**config.mk**
```make
export PLATFORM = sky130hd
export DESIGN_NAME = charstring_literal_escaper_unit
export DESIGN_NICKNAME = d
export VERILOG_FILES = /design/src/rtl/csle_pkg.sv /design/src/rtl/csle_front.sv /design/src/rtl/csle_queue.sv /design/src/rtl/csle_back.sv /design/src/rtl/charstring_literal_escaper_unit.sv
export SDC_FILE = /design/constraint.sdc
export NUM_CORES = 1
export LEC_CHECK = 0
export BUFFER_PORTS_ARGS = -buffer_cell sky130_fd_sc_hd__buf_2
export CAP_MARGIN = 20
export CORE_UTILIZATION = 45
export DETAILED_ROUTE_END_ITERATION = 12
export HOLD_SLACK_MARGIN = 0.15
export PLACE_DENSITY_LB_ADDON = 0.12
export SKIP_CTS_REPAIR_TIMING = 1
export SYNTH_ARGS = -nofsm -noshare
export SYNTH_HDL_FRONTEND = slang
export SYNTH_SLANG_ARGS = --single-unit
```
**constraint.sdc**
```tcl
create_clock -name clk -period 5.9 [get_ports clk]
set_input_delay 1.18 -clock clk [delete_from_list [all_inputs] [get_ports clk]]
set_output_delay 1.18 -clock clk [all_outputs]
set_load 0.02 [all_outputs]
```
**src/rtl/csle_pkg.sv**
```systemverilog
// Shared types, constants and character helpers for the string literal escaper.
`timescale 1ns / 1ps

package csle_pkg;

	typedef struct packed {
		logic       opcode;
		logic [7:0] char_byte;
	} in_item_t;

	typedef struct packed {
		logic [7:0] out_char;
		logic       run_last;
	} out_item_t;

	localparam logic OP_BYTE  = 1'b0;
	localparam logic OP_FLUSH = 1'b1;

	typedef enum logic [1:0] {
		MODE_IDLE = 2'd0,
		MODE_RUN  = 2'd1,
		MODE_CHR  = 2'd2
	} run_mode_t;

	// Character slots of one transaction's output, in emission order.
	localparam int POS_Q1      = 0;
	localparam int POS_SEP0    = 1;
	localparam int POS_SEP1    = 2;
	localparam int POS_SEP2    = 3;
	localparam int POS_Q2      = 4;
	localparam int POS_BSL     = 5;
	localparam int POS_BODY    = 6;
	localparam int TXT_LEN     = 14;
	localparam int POS_TXT0    = 7;
	localparam int POS_TXT_END = POS_TXT0 + TXT_LEN - 1;
	localparam int POS_DH      = POS_TXT_END + 1;
	localparam int POS_DT      = POS_DH + 1;
	localparam int POS_DO      = POS_DT + 1;
	localparam int POS_RPAR    = POS_DO + 1;
	localparam int NPOS        = POS_RPAR + 1;
	localparam int POS_W       = $clog2(NPOS);

	localparam logic [8*TXT_LEN-1:0] CHR_TXT = "char(0, 0, 0, ";

	localparam logic [7:0] CH_QUOTE = 8'h22;
	localparam logic [7:0] CH_BSL   = 8'h5C;
	localparam logic [7:0] CH_SPACE = 8'h20;
	localparam logic [7:0] CH_AMP   = 8'h26;
	localparam logic [7:0] CH_RPAR  = 8'h29;
	localparam logic [7:0] CH_ZERO  = 8'h30;

	// One queued transaction: which slots to emit plus the variable characters.
	typedef struct packed {
		logic [NPOS-1:0] mask;
		logic [7:0]      body_char;
		logic [3:0]      dig_h;
		logic [3:0]      dig_t;
		logic [3:0]      dig_o;
	} qent_t;

	typedef struct packed {
		logic full;
		logic empty;
	} q_stat_t;

	function automatic logic [POS_W-1:0] first_pos(input logic [NPOS-1:0] mask);
		logic [POS_W-1:0] p;
		p = '0;
		for (int i = NPOS - 1; i >= 0; i--) begin
			if (mask[i]) p = i[POS_W-1:0];
		end
		return p;
	endfunction

	function automatic logic [7:0] char_at(input logic [POS_W-1:0] pos, input qent_t ent);
		logic [7:0] c;
		int         k;
		k = int'(pos) - POS_TXT0;
		c = CH_QUOTE;
		case (int'(pos)) inside
			POS_Q1, POS_Q2:         c = CH_QUOTE;
			POS_SEP0, POS_SEP2:     c = CH_SPACE;
			POS_SEP1:               c = CH_AMP;
			POS_BSL:                c = CH_BSL;
			POS_BODY:               c = ent.body_char;
			[POS_TXT0:POS_TXT_END]: c = CHR_TXT[8*(TXT_LEN-1-k) +: 8];
			POS_DH:                 c = CH_ZERO | {4'd0, ent.dig_h};
			POS_DT:                 c = CH_ZERO | {4'd0, ent.dig_t};
			POS_DO:                 c = CH_ZERO | {4'd0, ent.dig_o};
			POS_RPAR:               c = CH_RPAR;
			default:                c = CH_QUOTE;
		endcase
		return c;
	endfunction

endpackage

```
**src/rtl/csle_front.sv**
```systemverilog
// Front end: accepts input transactions, tracks the run mode and builds slot plans.
`timescale 1ns / 1ps

module csle_front import csle_pkg::*; (
	input  logic     clk,
	input  logic     arst_n,
	input  logic     in_valid,
	output logic     in_ready,
	input  in_item_t in_item,
	input  q_stat_t  q_stat,
	output logic     push,
	output qent_t    push_ent
);

	run_mode_t mode_q, mode_d;
	logic      accept;
	logic      printable;
	logic      escaped;
	logic      is_ctrl;
	logic [7:0] b;
	logic [1:0] hund;
	logic [7:0] rem;
	logic [14:0] tens_prod;
	logic [3:0]  tens;
	logic [7:0]  tens_x10;

	assign b         = in_item.char_byte;
	assign in_ready  = !q_stat.full;
	assign accept    = in_valid && in_ready;
	assign is_ctrl   = (b >= 8'h07) && (b <= 8'h0D);
	assign printable = ((b >= 8'h20) && (b <= 8'h7E)) || is_ctrl;
	assign escaped   = is_ctrl || (b == CH_BSL) || (b == CH_QUOTE);

	// Decimal digits: tens via multiply by reciprocal of ten, exact below 1029.
	assign hund      = (b >= 8'd200) ? 2'd2 : ((b >= 8'd100) ? 2'd1 : 2'd0);
	assign rem       = b - ({6'd0, hund} * 8'd100);
	assign tens_prod = 15'(rem[6:0]) * 15'd205;
	assign tens      = tens_prod[14:11];
	assign tens_x10  = {tens, 3'b000} + {3'b000, tens, 1'b0};

	always_ff @(posedge clk or negedge arst_n) begin
		if (!arst_n) begin
			mode_q <= MODE_IDLE;
		end else if (accept) begin
			mode_q <= mode_d;
		end
	end

	always_comb begin
		mode_d             = mode_q;
		push_ent.mask      = '0;
		push_ent.body_char = b;
		push_ent.dig_h     = {2'b00, hund};
		push_ent.dig_t     = tens;
		push_ent.dig_o     = 4'(rem - tens_x10);
		if (is_ctrl) begin
			case (b)
				8'h07:   push_ent.body_char = "a";
				8'h08:   push_ent.body_char = "b";
				8'h09:   push_ent.body_char = "t";
				8'h0A:   push_ent.body_char = "n";
				8'h0B:   push_ent.body_char = "v";
				8'h0C:   push_ent.body_char = "f";
				default: push_ent.body_char = "r";
			endcase
		end
		if (in_item.opcode == OP_FLUSH) begin
			case (mode_q)
				MODE_RUN: push_ent.mask[POS_Q1] = 1'b1;
				MODE_CHR: ;
				default: begin
					push_ent.mask[POS_Q1] = 1'b1;
					push_ent.mask[POS_Q2] = 1'b1;
				end
			endcase
			mode_d = MODE_IDLE;
		end else if (printable) begin
			if (mode_q == MODE_CHR) push_ent.mask[POS_SEP0 +: 3] = '1;
			if (mode_q != MODE_RUN) push_ent.mask[POS_Q2] = 1'b1;
			push_ent.mask[POS_BSL]  = escaped;
			push_ent.mask[POS_BODY] = 1'b1;
			mode_d = MODE_RUN;
		end else begin
			if (mode_q == MODE_RUN) push_ent.mask[POS_Q1] = 1'b1;
			if (mode_q == MODE_RUN || mode_q == MODE_CHR) push_ent.mask[POS_SEP0 +: 3] = '1;
			push_ent.mask[POS_TXT0 +: TXT_LEN] = '1;
			push_ent.mask[POS_DH]   = (b >= 8'd100);
			push_ent.mask[POS_DT]   = (b >= 8'd10);
			push_ent.mask[POS_DO]   = 1'b1;
			push_ent.mask[POS_RPAR] = 1'b1;
			mode_d = MODE_CHR;
		end
	end

	// Drop transactions that produce no characters.
	assign push = accept && (push_ent.mask != '0);

endmodule

```
**src/rtl/csle_queue.sv**
```systemverilog
// Small register queue of slot plans between front and back end.
`timescale 1ns / 1ps

module csle_queue import csle_pkg::*; #(
	parameter int DEPTH = 4
) (
	input  logic    clk,
	input  logic    arst_n,
	input  logic    push,
	input  qent_t   push_ent,
	input  logic    pop,
	output qent_t   head,
	output q_stat_t q_stat
);

	localparam int PW = $clog2(DEPTH);
	localparam int CW = $clog2(DEPTH + 1);

	qent_t          mem [DEPTH];
	logic [PW-1:0]  wr_ptr_q, rd_ptr_q;
	logic [CW-1:0]  count_q;

	assign head         = mem[rd_ptr_q];
	assign q_stat.full  = (count_q == CW'(DEPTH));
	assign q_stat.empty = (count_q == '0);

	always_ff @(posedge clk) begin
		if (push) mem[wr_ptr_q] <= push_ent;
	end

	always_ff @(posedge clk or negedge arst_n) begin
		if (!arst_n) begin
			wr_ptr_q <= '0;
			rd_ptr_q <= '0;
			count_q  <= '0;
		end else begin
			if (push) wr_ptr_q <= (wr_ptr_q == PW'(DEPTH - 1)) ? '0 : wr_ptr_q + 1'b1;
			if (pop)  rd_ptr_q <= (rd_ptr_q == PW'(DEPTH - 1)) ? '0 : rd_ptr_q + 1'b1;
			if (push && !pop)      count_q <= count_q + 1'b1;
			else if (pop && !push) count_q <= count_q - 1'b1;
		end
	end

endmodule

```
**src/rtl/csle_back.sv**
```systemverilog
// Back end: emits the head plan's slots, one per cycle unless stalled.
`timescale 1ns / 1ps

module csle_back import csle_pkg::*; (
	input  logic      clk,
	input  logic      arst_n,
	input  qent_t     head,
	input  q_stat_t   q_stat,
	output logic      pop,
	output logic      out_valid,
	input  logic      out_ready,
	output out_item_t out_item
);

	logic [NPOS-1:0]  mask_q;
	logic             started_q;
	logic [NPOS-1:0]  eff_mask;
	logic [NPOS-1:0]  rest;
	logic [POS_W-1:0] pos;
	logic             last;
	logic             emit;
	logic             out_valid_q;
	out_item_t        out_item_q;

	assign eff_mask = started_q ? mask_q : head.mask;
	assign pos      = first_pos(eff_mask);
	assign rest     = eff_mask & (eff_mask - {{(NPOS-1){1'b0}}, 1'b1});
	assign last     = (rest == '0);
	assign emit     = !q_stat.empty && (!out_valid_q || out_ready);
	assign pop      = emit && last;

	always_ff @(posedge clk or negedge arst_n) begin
		if (!arst_n) begin
			started_q   <= 1'b0;
			out_valid_q <= 1'b0;
		end else begin
			if (emit) begin
				started_q   <= !last;
				out_valid_q <= 1'b1;
			end else if (out_ready) begin
				out_valid_q <= 1'b0;
			end
		end
	end

	// Advance through the remaining slots; payload needs no reset.
	always_ff @(posedge clk) begin
		if (emit) begin
			mask_q              <= rest;
			out_item_q.out_char <= char_at(pos, head);
			out_item_q.run_last <= last;
		end
	end

	assign out_valid = out_valid_q;
	assign out_item  = out_item_q;

endmodule

```
**src/rtl/charstring_literal_escaper_unit.sv**
```systemverilog
// Top level of the string literal escaper: front end, plan queue and back end.
`timescale 1ns / 1ps

// Feed a byte string one byte per transaction (opcode 0) and close it with a flush
// (opcode 1); the unit returns the quoted literal text one character per output
// transaction, with run_last set on the final character caused by each input. The
// front end takes one input per cycle while the plan queue (QUEUE_DEPTH entries)
// has room; the back end emits one character per cycle while a plan is queued and
// the output is not stalled; each input yields 1 to 6 characters for printable bytes,
// 16 to 22 for other bytes and 0 to 2 for a flush. Output characters are limited by
// the single character port of the back end. No clearing pass is needed after reset.

module charstring_literal_escaper_unit import csle_pkg::*; #(
	parameter int QUEUE_DEPTH = 4
) (
	input  logic      clk,
	input  logic      arst_n,
	input  logic      in_valid,
	output logic      in_ready,
	input  in_item_t  in_item,
	output logic      out_valid,
	input  logic      out_ready,
	output out_item_t out_item
);

	q_stat_t q_stat;
	logic    push;
	logic    pop;
	qent_t   push_ent;
	qent_t   head;

	csle_front u_front (
		.clk      (clk),
		.arst_n   (arst_n),
		.in_valid (in_valid),
		.in_ready (in_ready),
		.in_item  (in_item),
		.q_stat   (q_stat),
		.push     (push),
		.push_ent (push_ent)
	);

	csle_queue #(
		.DEPTH (QUEUE_DEPTH)
	) u_queue (
		.clk      (clk),
		.arst_n   (arst_n),
		.push     (push),
		.push_ent (push_ent),
		.pop      (pop),
		.head     (head),
		.q_stat   (q_stat)
	);

	csle_back u_back (
		.clk       (clk),
		.arst_n    (arst_n),
		.head      (head),
		.q_stat    (q_stat),
		.pop       (pop),
		.out_valid (out_valid),
		.out_ready (out_ready),
		.out_item  (out_item)
	);

	a_no_push_full: assert property (@(posedge clk) disable iff (!arst_n)
		push |-> !q_stat.full)
		else $error("plan pushed into full queue");

	a_no_pop_empty: assert property (@(posedge clk) disable iff (!arst_n)
		pop |-> !q_stat.empty)
		else $error("plan popped from empty queue");

	a_plan_nonempty: assert property (@(posedge clk) disable iff (!arst_n)
		push |-> (push_ent.mask != '0))
		else $error("queued plan has no characters");

	a_pop_marks_last: assert property (@(posedge clk) disable iff (!arst_n)
		pop |=> (out_valid && out_item.run_last))
		else $error("finished plan did not end with run_last");

endmodule
```
Word level (Yosys, flattened, before mapping)

Memory sizes are Yosys's and may differ from the RTL's.
Index checks and enable logic that the tools add are counted.

Add/sub/neg operators: 10
Multiply operators: 2
Divide/modulo/power cells: 0
Magnitude comparators: 9
Equal/unequal tests: 24
Shifts and indexed selects: 1
Muxes and demuxes: 63
Bitwise logic cells: 1
Reduce and logical (&&, ||, !) cells: 32

Operators by type and width:

| kind                        | count |
|---|---|
| $mux W5                     | 25 |
| $shiftx A112 B32 Y8 const A | 1 |
| $mux W8                     | 6 |
| $eq A8 B4 Y1 const B        | 5 |
| $pmux W5 S6                 | 1 |
| $sub A5 B29 Y29 const A     | 1 |
| $and A25 B25 Y25            | 1 |
| $logic_not A25 Y1           | 1 |
| $mux W25                    | 1 |
| $reduce_bool A25 Y1         | 1 |
| $sub A25 B1 Y25 const B     | 1 |
| $mux W3                     | 8 |
| $eq A5 B5 Y1 const B        | 4 |
| $mux W20                    | 1 |
| $mux W18                    | 1 |
| $eq A5 B3 Y1 const B        | 3 |
| $mul A7 B8 Y15 const B      | 1 |
| $mux W1                     | 12 |
| $mux W2                     | 6 |
| $eq A5 B2 Y1 const B        | 2 |
| $logic_and A1 B1 Y1         | 9 |
| $eq A8 B3 Y1 const B        | 1 |
| $eq A8 B6 Y1 const B        | 1 |
| $eq A8 B7 Y1 const B        | 1 |
| 33 further kinds            | 48 |

Bits in registers: 45
Bits in latches: 0
Bits in writable memories: 172
ROM bits: 0
Input bits: 13
Output and inout port bits: 11
Word-level logic and storage cells: 155
Memories: 1

Memory list:

| name        | words | bits a word | rd ports | clocked after Yosys merged registers in | wr ports | RTL line         | text |
|---|---|---|---|---|---|---|---|
| u_queue.mem | 4     | 43          | 1        | 0                                       | 1        | csle_queue.sv:19 | `qent_t mem [DEPTH];` |

Longest topological paths before layout

An unclocked memory read counts as a cell.

Word-level depth: 37
Depth in mapped cells: 28
Mapped depth without buffers: 27

Modules after synthesis

Synthesis repeated with hierarchy kept, for this count alone.

Cells, all modules: 869
Area total of the unflattened synthesis: 12116.6 um^2

By module, submodules not included:

| module     | instances | cells each | area an instance (um^2) | seq. area each (um^2) |
|---|---|---|---|---|
| csle_queue | 1         | 272        | 6926.6                  | 5580.4 |
| csle_back  | 1         | 377        | 3291.9                  | 1041.0 |
| csle_front | 1         | 220        | 1898.1                  | 50.0 |

Least setup slack after synthesis

Ideal clock, no wire load.

Path type: input to register
Start point: input in_item[4] (netlist bit)
End point: memory u_queue.mem[0][3] (netlist bit) (data pin)
Setup time: 278 ps
Data arrival time: 6895 ps
Data required time: 5622 ps
Slack: -1273 ps
Stages: 28
Path buffers: 1
Path through: clkbuf_1 or3_1 a31oi_1 or2_2 inv_1 ha_1 fa_1 nand2b_1 a21oi_1 xnor2_1 ha_1 ha_1 inv_1 fa_1 inv_1 fa_1 ha_1 o211a_1 o21ai_0 a21boi_0 o21a_1 o21a_1 o21a_1 nor2_1 xnor2_1 ha_1 a211oi_1 xnor3_1

RTL lines:

| item            | RTL line                              | text |
|---|---|---|
| start, declared | charstring_literal_escaper_unit.sv:20 | `input in_item_t in_item,` |
| end, declared   | csle_queue.sv:19                      |  |

==> results_dict.tcl <==
set metrics [dict create \
    hp-class "flip-flop to flip-flop" \
    finClkSkew_ns 0.00695 \
    vdd_drop_max_mv 0.244 \
    critPathRequiredTime_ns 6.05 \
    tightest_slew_ns 0.853 \
    drt_iter0_drc 559 \
    worstSetupPathType "primary input to flip-flop" \
    routed_via_density 5.97 \
    yosysTopAreaCell "edfxtp_1" \
    fmax_ghz 0.155 \
    synth_top_area_share 0.456 \
    clkTransAtPathRegs_ns 0.06 \
    finalSetupTns_ns -3.93 \
    drt_wl_total_mm 21.0 \
    drive_gt1_frac 0.223 \
    min_from "u_queue.count_q[2]" \
    cts-root-buf "clkbuf_16" \
    ys_async_sr_fraction 0.0743 \
    cap_violations 0 \
    grt_max_degree 46 \
    setup_slack_ns -0.554 \
    grtUsageTotal 0.219 \
    placed_cells 1086 \
    cts_made_buffers 17 \
    die_h_um 144 \
    grt-ovfl-total 0 \
    reg2reg_slack_ns 0.72 \
    yosysWarnings 0 \
    yosys-top-cells-area "edfxtp_1 (46%), ha_1 (7.8%), mux4_2 (4.7%)" \
    synth_cell_types 85 \
    antenna_cells 0 \
    firstDrtPassIters 8 \
    clockBufferDepth 2 \
    start_kind "primary input" \
    hold_depth 1 \
    maxSlewHeadroom 0.427 \
    dpl.hpwl_mm 15.4 \
    final_max_slew_viol_count 0 \
    postRouteAntennaNets 0 \
    period_needed_ns 6.45 \
    cts_tree "yes" \
    setup_violations 16 \
    core_mm2 0.0195 \
    syn_nets 854 \
    p_total_mw 5.29 \
    place_congestion 0.991 \
    outcome "finished, violations left" \
    utilization 0.537 \
    rsz0062_at_grt "true" \
    rows 51 \
    synth_edf_count 137 \
    design.die.area_mm2 0.0206 \
    ios 24 \
    cts_sinks 148 \
    synth_most_common_cell "edfxtp_1" \
    arrival_ns 6.60 \
    reg2regPathDepth 13 \
    whs_ns 0.493 \
    hold_viol_final 0 \
    ys.flop_type "edfxtp_1" \
    grt_pass1_vias 6560 \
    grt_pass1_wl_mm 34.2 \
    ys_ff_latch 148 \
    endpoint_kind "flip-flop" \
    drc 0 \
    worst_r2r_endpoint "u_queue.count_q[1]" \
    place_area_mm2 0.00980 \
    power_density_mw_per_mm2 505 \
    pre_cts_ws_ns -1.17 \
    num_vias 6690 \
    io_buffers 23 \
    num-fill-cells 1719 \
    p_leak_nw 3.95 \
    cp_max_fo 4 \
    avgRoutedWirePerCell_um 18.7 \
    holdPathEnd "u_queue.count_q[2]" \
    fin_area_mm2 0.0105 \
    synth_cells 775 \
    initial_utilization 0.462 \
    nets 922 \
    area_growth_pct 16.2 \
    netlist_top_cells_count "edfxtp_1 (137), ha_1 (56), inv_1 (50), nor2_1 (48), nand2_1 (46)" \
    stdcell_count 1121 \
    r2r_start "u_queue.rd_ptr_q[0]" \
    avgSynthCellArea_um2 11.6 \
    die_w_um 144 \
    clk_latency_ns 0.42 \
    syn_area_mm2 0.00902 \
    final.period_utilization 1.09 \
    antenna_found_initial 0 \
    synth-seq-area-share 0.487 \
    failed_checks "negative setup slack" \
    cts_max_level 4 \
]
[logic make-up (layout without fill, tap and decap cells)]
group / after synthesis / count (layout) / share of synthesized area
and+or+nand+nor: 226 / 226 / 0.137
AOI/OAI and AO/OA: 187 / 187 / 0.140
DFF: 148 / 148 / 0.487
buffers and inverters: 84 / 165 / 0.0375
adders and majority gates: 70 / 70 / 0.104
muxes: 42 / 42 / 0.0755
xor gates and xnor gates: 18 / 18 / 0.0190
[area by class of cell]
cell class	instances	area (µm²)	share of cell area
Sequential cell	148	4390	0.419
Clock buffer	19	443	0.0423
Timing Repair Buffer	83	586	0.0559
Tap cell	265	332	0.0316
Clock inverter	13	97.6	0.00931
Inverter	50	190	0.0181
Multi-Input combinational cell	543	4440	0.424
[per-layer routing]
layer / wire length [µm] / track usage / up-vias
li1: - / - / 3104
met1: 9440 / 0.292 / 3276
met5: 0 / 0 / -
met3: 1180 / 0.0410 / 40
met4: 434 / 0.0834 / 0
met2: 9960 / 0.352 / 270
[placed cells by master (no fill, tap or decap), types with 10 or more instances in the layout]
master	instances
a21oi_1	35
and2_1	14
buf_2	21
buf_4	58
clkbuf_16	17
dfrtp_1	10
edfxtp_1	137
ha_1	54
inv_1	47
mux2i_1	14
mux4_2	19
nand2_1	46
nand2b_1	12
nand3_1	17
nor2_1	46
nor3_1	20
o211ai_1	11
o21ai_0	37
[sequential cells by signal, summed over array words and instances (netlist names)]
signal / flops
u_back.out_valid: 1
u_queue.rd_ptr_q: 2
u_queue.wr_ptr_q: 2
u_queue.count_q: 3
u_back.started_q: 1
u_back.mask_q: 24
u_queue.mem: 104
u_back.out_item: 9
u_front.mode_q: 2
[power by group]
group          leakage [nW]  switching (mW)  internal (mW)
Combinational          2.28            1.40           1.10
Clock                 0.259           0.429          0.553
Sequential             1.41           0.149           1.66
[critical path: stages]
cell and delay, ns:
buf_6 0.09, or3_4 0.38, a31oi_4 0.17, or2_4 0.16, inv_4 0.04, ha_4 0.15
fa_2 0.36, nand2b_1 0.09, a21oi_2 0.07, xnor2_2 0.14, ha_1 0.33, ha_4 0.28
inv_2 0.03, fa_1 0.47, inv_1 0.05, fa_1 0.43, ha_1 0.30, o211a_1 0.13
o21ai_2 0.11, a21boi_1 0.07, o21a_1 0.17, o21a_1 0.18, o21a_1 0.20, nor2_2 0.13
xnor2_2 0.13, ha_1 0.27, a211oi_2 0.20, xnor3_2 0.30
[worst max-delay path by stage]
stage	startpoint	end	slack, ns	cells after the start
finish	in_item[2]	u_queue.mem[2][3]	-0.55	28
detailed placement	in_item[2]	u_queue.mem[0][3]	-1.17	28
global placement	in_item[2]	u_queue.mem[0][3]	-1.04	28
global route	in_item[2]	u_queue.mem[2][3]	-0.75	28
CTS	in_item[2]	u_queue.mem[2][3]	-0.74	28
floorplan	in_item[3]	u_queue.mem[0][3]	-1.03	28
Note: power is estimated with default switching activity, not from simulation.
